==> src/sv/pfs_pkg.sv <==
// Package with sizes, request codes and controller command types for the palette scan-out.
`default_nettype none
package pfs_pkg;

    localparam int SRC_WIDTH    = 160;
    localparam int SRC_HEIGHT   = 160;
    localparam int NUM_BUFFERS  = 2;
    localparam int FRAME_PIXELS = SRC_WIDTH * SRC_HEIGHT;
    localparam int FB_DEPTH     = NUM_BUFFERS * FRAME_PIXELS;
    localparam int FB_AW        = $clog2(FB_DEPTH);
    localparam int POS_W        = $clog2(FRAME_PIXELS + 1);
    localparam int COL_W        = $clog2(SRC_WIDTH + 1);
    localparam int BUF_W        = (NUM_BUFFERS > 1) ? $clog2(NUM_BUFFERS) : 1;

    localparam int IN_DATA_W  = 40;
    localparam int OUT_DATA_W = 16;

    typedef logic [1:0] t_req;
    localparam t_req REQ_PAL_WR = 2'd0;
    localparam t_req REQ_FB_WR  = 2'd1;
    localparam t_req REQ_STEP   = 2'd2;

    typedef struct packed {
        logic pal_wr;
        logic fb_wr;
        logic step;
        logic load_out;
    } t_pfs_cmd;

endpackage
`default_nettype wire

==> src/sv/pfs_ctrl.sv <==
// Controller state machine that sequences beats through the scan-out datapath.
`default_nettype none
module pfs_ctrl (
    input  wire logic              i_clk,
    input  wire logic              i_rst_n,
    input  wire logic              i_valid,
    input  wire pfs_pkg::t_req     i_req,
    output logic                   o_ready,
    input  wire logic              i_m_tready,
    output logic                   o_m_tvalid,
    output pfs_pkg::t_pfs_cmd      o_cmd
);
    import pfs_pkg::*;

    typedef enum logic [1:0] {
        S_IDLE,
        S_PAL,
        S_OUT
    } t_state;

    t_state r_state;
    t_state n_state;
    logic   r_out_valid;
    logic   n_out_valid;
    logic   accept;

    assign o_ready    = (r_state == S_IDLE);
    assign o_m_tvalid = r_out_valid;
    assign accept     = i_valid && o_ready;

    always_comb begin
        o_cmd          = '0;
        o_cmd.pal_wr   = accept && (i_req == REQ_PAL_WR);
        o_cmd.fb_wr    = accept && (i_req == REQ_FB_WR);
        o_cmd.step     = accept && (i_req == REQ_STEP);
        o_cmd.load_out = (r_state == S_OUT) && (!r_out_valid || i_m_tready);
        n_state        = r_state;
        unique case (r_state)
            S_IDLE: begin
                if (o_cmd.step) begin
                    n_state = S_PAL;
                end
            end
            S_PAL: begin
                n_state = S_OUT;
            end
            S_OUT: begin
                if (o_cmd.load_out) begin
                    n_state = S_IDLE;
                end
            end
            default: begin
                n_state = S_IDLE;
            end
        endcase
        if (o_cmd.load_out) begin
            n_out_valid = 1'b1;
        end else if (i_m_tready) begin
            n_out_valid = 1'b0;
        end else begin
            n_out_valid = r_out_valid;
        end
    end

    always_ff @(posedge i_clk) begin
        if (!i_rst_n) begin
            r_state     <= S_IDLE;
            r_out_valid <= 1'b0;
        end else begin
            r_state     <= n_state;
            r_out_valid <= n_out_valid;
        end
    end

endmodule
`default_nettype wire

==> config.mk <==
export PLATFORM = sky130hd
export DESIGN_NAME = pfs_ctrl
export DESIGN_NICKNAME = d
export VERILOG_FILES = /design/src/sv/pfs_pkg.sv /design/src/sv/pfs_ctrl.sv
export SDC_FILE = /design/constraint.sdc
export NUM_CORES = 1
export LEC_CHECK = 0
export BUFFER_PORTS_ARGS = -buffer_cell sky130_fd_sc_hd__buf_2
export CORE_AREA = 5 5 42 44
export DETAILED_ROUTE_END_ITERATION = 7
export DIE_AREA = 0 0 47 49
export GPL_ROUTABILITY_DRIVEN = 0
export GPL_TIMING_DRIVEN = 0
export PLACE_DENSITY = 0.32
export SLEW_MARGIN = 20
export SYNTH_ARGS = -nofsm -noshare
export SYNTH_HDL_FRONTEND = slang
export SYNTH_SLANG_ARGS = --single-unit
==> constraint.sdc <==
create_clock -name i_clk -period 0.94 [get_ports i_clk]
set_input_delay 0.094 -clock i_clk [delete_from_list [all_inputs] [get_ports i_clk]]
set_output_delay 0.094 -clock i_clk [all_outputs]
set_load 0.005 [all_outputs]
==> reports/metrics.csv <==
metric;value;unit
outcome;finished, violations left;
violated checks;negative setup slack;
Hold-fix buffers, CTS;0;
drt drc;0;
Final min period;1230;ps
fillcell total;158;
DR pass1 iterations;2;
design area;313;µm²
vias after detailed routing;185;
CTS clk-pin slew, worst paths;30;ps
clk root buf;clkbuf_4;
Final Power;0.000407;W
final worst-path cycle share;1.31;
Die Span X;47;µm
Placed Area;241;µm²
htree depth;1;
Iter 0 DRT Violations;3;
Area growth, synth to finish;88.0;%
Worst Hold End;r_state[1];
CTS Buf Count;3;
f_max;811;MHz
global-route wire length before repair;821;µm
Detailed Route WL;485;µm
crit-path max FO;3;
Reg power frac;0.326;
Comb pwr share;0.123;
Setup violations, final;6;
maxcap violations;0;
kind of end point of the critical path;primary output;
final worst slack;-293;ps
Register-to-Register Path Depth;4;
Initial Utilization;0.119;
Post-Syn Area;166;µm²
CP delay by family, top;simple AND/OR/NAND/NOR gates;
VDD IR max;754;µV
Final Hold Vio Count;0;
layout cell share with drive strength beyond 1;0.697;
Worst Path Class, Setup;reg2out;
DP HPWL;353;µm
area of the die;2300;µm²
CP max stage delay;340;ps
Final Hold Slack;102;ps
Clk pwr share;0.551;
Cells after Synth;17;
synthesized area per cell;9.79;µm²
WHS Path Cells;2;
CTS tree;built;
Critical Path Source Type;register;
Final Util;0.223;
I/O Buffers;11;
overall routing resource usage;0.0506;
cell internal pwr;0.000319;W
die extent in y;49;µm
Syn Nets;23;
area of the core;1400;µm²
vias in the first global route;194;
Antenna Cells;0;
clk sinks;3;
Routed WL per cell;9.90;µm
hold_sp;i_rst_n;
met2 Use GR;0.0633;
R2R Path Start;r_state[0];
largest net degree at the start of global routing;6;
worst-margin pin slew;211;ps
Nets;40;
CP max-delay cell;dfxtp_4;
Final ANT Viol Nets;0;
post-synthesis cell type count;13;
Worst Hold Class;in2reg;
antenna violations before repair;0;
reg2reg end;r_state[1];
grt total ovfl;0;
Worst EP arrival;1140;ps
reg2reg setup slack;-120;ps
Ports;12;
final slew viol count;0;
CP Cell Sequence;nor4b_4 > nor2b_1 > buf_2;
GR Layer Usage met3;0.0480;
row cnt;14;
worst-skew pair later-pin latency;230;ps
net switching power;0.0000880;W
CTS Buffer Depth;2;
GR Util met1;0.0613;
max_slew headroom;0.857;
vias per inst;3.78;
Sw Ratio;0.216;
clock skew;3.15;ps
dpl ws;-134;ps
RSZ-0062 raised after global routing;yes;
pwr/cell area;1300;nW/µm²
Leak;0.149;nW
Worst EP required;850;ps
WP buf/inv;1;
flops & latches, synth;3;
sequential fraction of the synthesis area;0.361;
Syn. warnings;0;
busiest grt layer;met2;
metal layers:
metal  wire, µm  share of wire
met3         97           0.20
met1        205           0.42
met4          0              0
met2        183           0.38
met5          0              0
layout make-up:
| class | count | area (µm²) | area share |
|---|---|---|---|
| Timing Repair Buffer | 13 | 70.1 | 0.224 |
| Tap cell | 16 | 20.0 | 0.0640 |
| Sequential cell | 3 | 65.1 | 0.208 |
| Multi-Input combinational cell | 13 | 131 | 0.420 |
| Clock buffer | 4 | 26.3 | 0.0840 |
cells in the mapped netlist:
master,count,share of area
nor2_1,1,0.023
and2b_1,1,0.045
nand2b_1,2,0.075
dfxtp_1,3,0.36
nor4b_2,1,0.090
a21boi_0,1,0.045
and2_1,1,0.038
and3_1,1,0.038
nor2b_1,2,0.075
and4b_1,1,0.060
o21a_1,1,0.045
nor4bb_1,1,0.060
buf_4,1,0.045
worst reg2reg max path: stages (launching register included):
cell      delay (ps)
dfxtp_4          340
buf_4            140
buf_4            130
nor4bb_2         250
o21a_1           130
worst max-delay path by stage:
stage,startpoint,end,slack [ps],depth (start not counted)
2_1_floorplan,r_state[1],o_cmd[3],60,2
3_3_place_gp,r_state[1],o_cmd[3],-90,3
3_5_place_dp,r_state[1],o_cmd[3],-130,3
4_1_cts,r_state[0],o_cmd[3],-310,3
5_1_grt,r_state[0],o_cmd[3],-370,3
6_report,r_state[0],o_cmd[3],-290,3
through the flow:
step	instances	setup TNS, ps
after floorplan	17	0
after detailed placement	44	-231
after CTS	49	-1260
after global routing	49	-1540
final	49	-1150
after global placement	44	-182
kinds of logic after synthesis:
group	Yosys count	share of synthesized area
simple gates	11	0.504
flops	3	0.361
compound gates	2	0.0903
buf+inv	1	0.0451
cell usage in the layout (no fill, tap or decap):
cell type,instances
dfxtp_4,1
dfxtp_2,1
and2b_1,1
clkbuf_1,1
nor2_4,1
dfxtp_1,1
nor4b_4,1
a21boi_0,1
buf_4,2
clkbuf_4,3
and2_1,1
nor4bb_2,1
and4b_1,1
buf_2,11
and3_1,1
nor2b_1,1
o21a_1,1
nor2b_2,1
nand2b_4,1
nand2b_1,1
flip-flops by register name, indices dropped and copies added (netlist names):
| register | flops |
|---|---|
| r_state | 2 |
| o_m_tvalid | 1 |
repair_timing:
item / in CTS / in global routing
gates resized for setup: 7 / 2
pin swaps: 2 / 1
endpoints found under the setup margin: 4 / 6
buffers inserted: 2 / 0
power groups by stage:
stage / registers [W] / clock network, W / logic [W]
finish: 0.000133 / 0.000224 / 0.0000502
global route: 0.000133 / 0.000249 / 0.0000563
CTS: 0.000132 / 0.000231 / 0.0000493
detailed placement: 0.000135 / 0 / 0.0000393
global placement: 0.000136 / 0 / 0.0000388
floorplan: 0.000135 / 0 / 0.0000163
No activity file was read; power rests on OpenSTA's default activity.
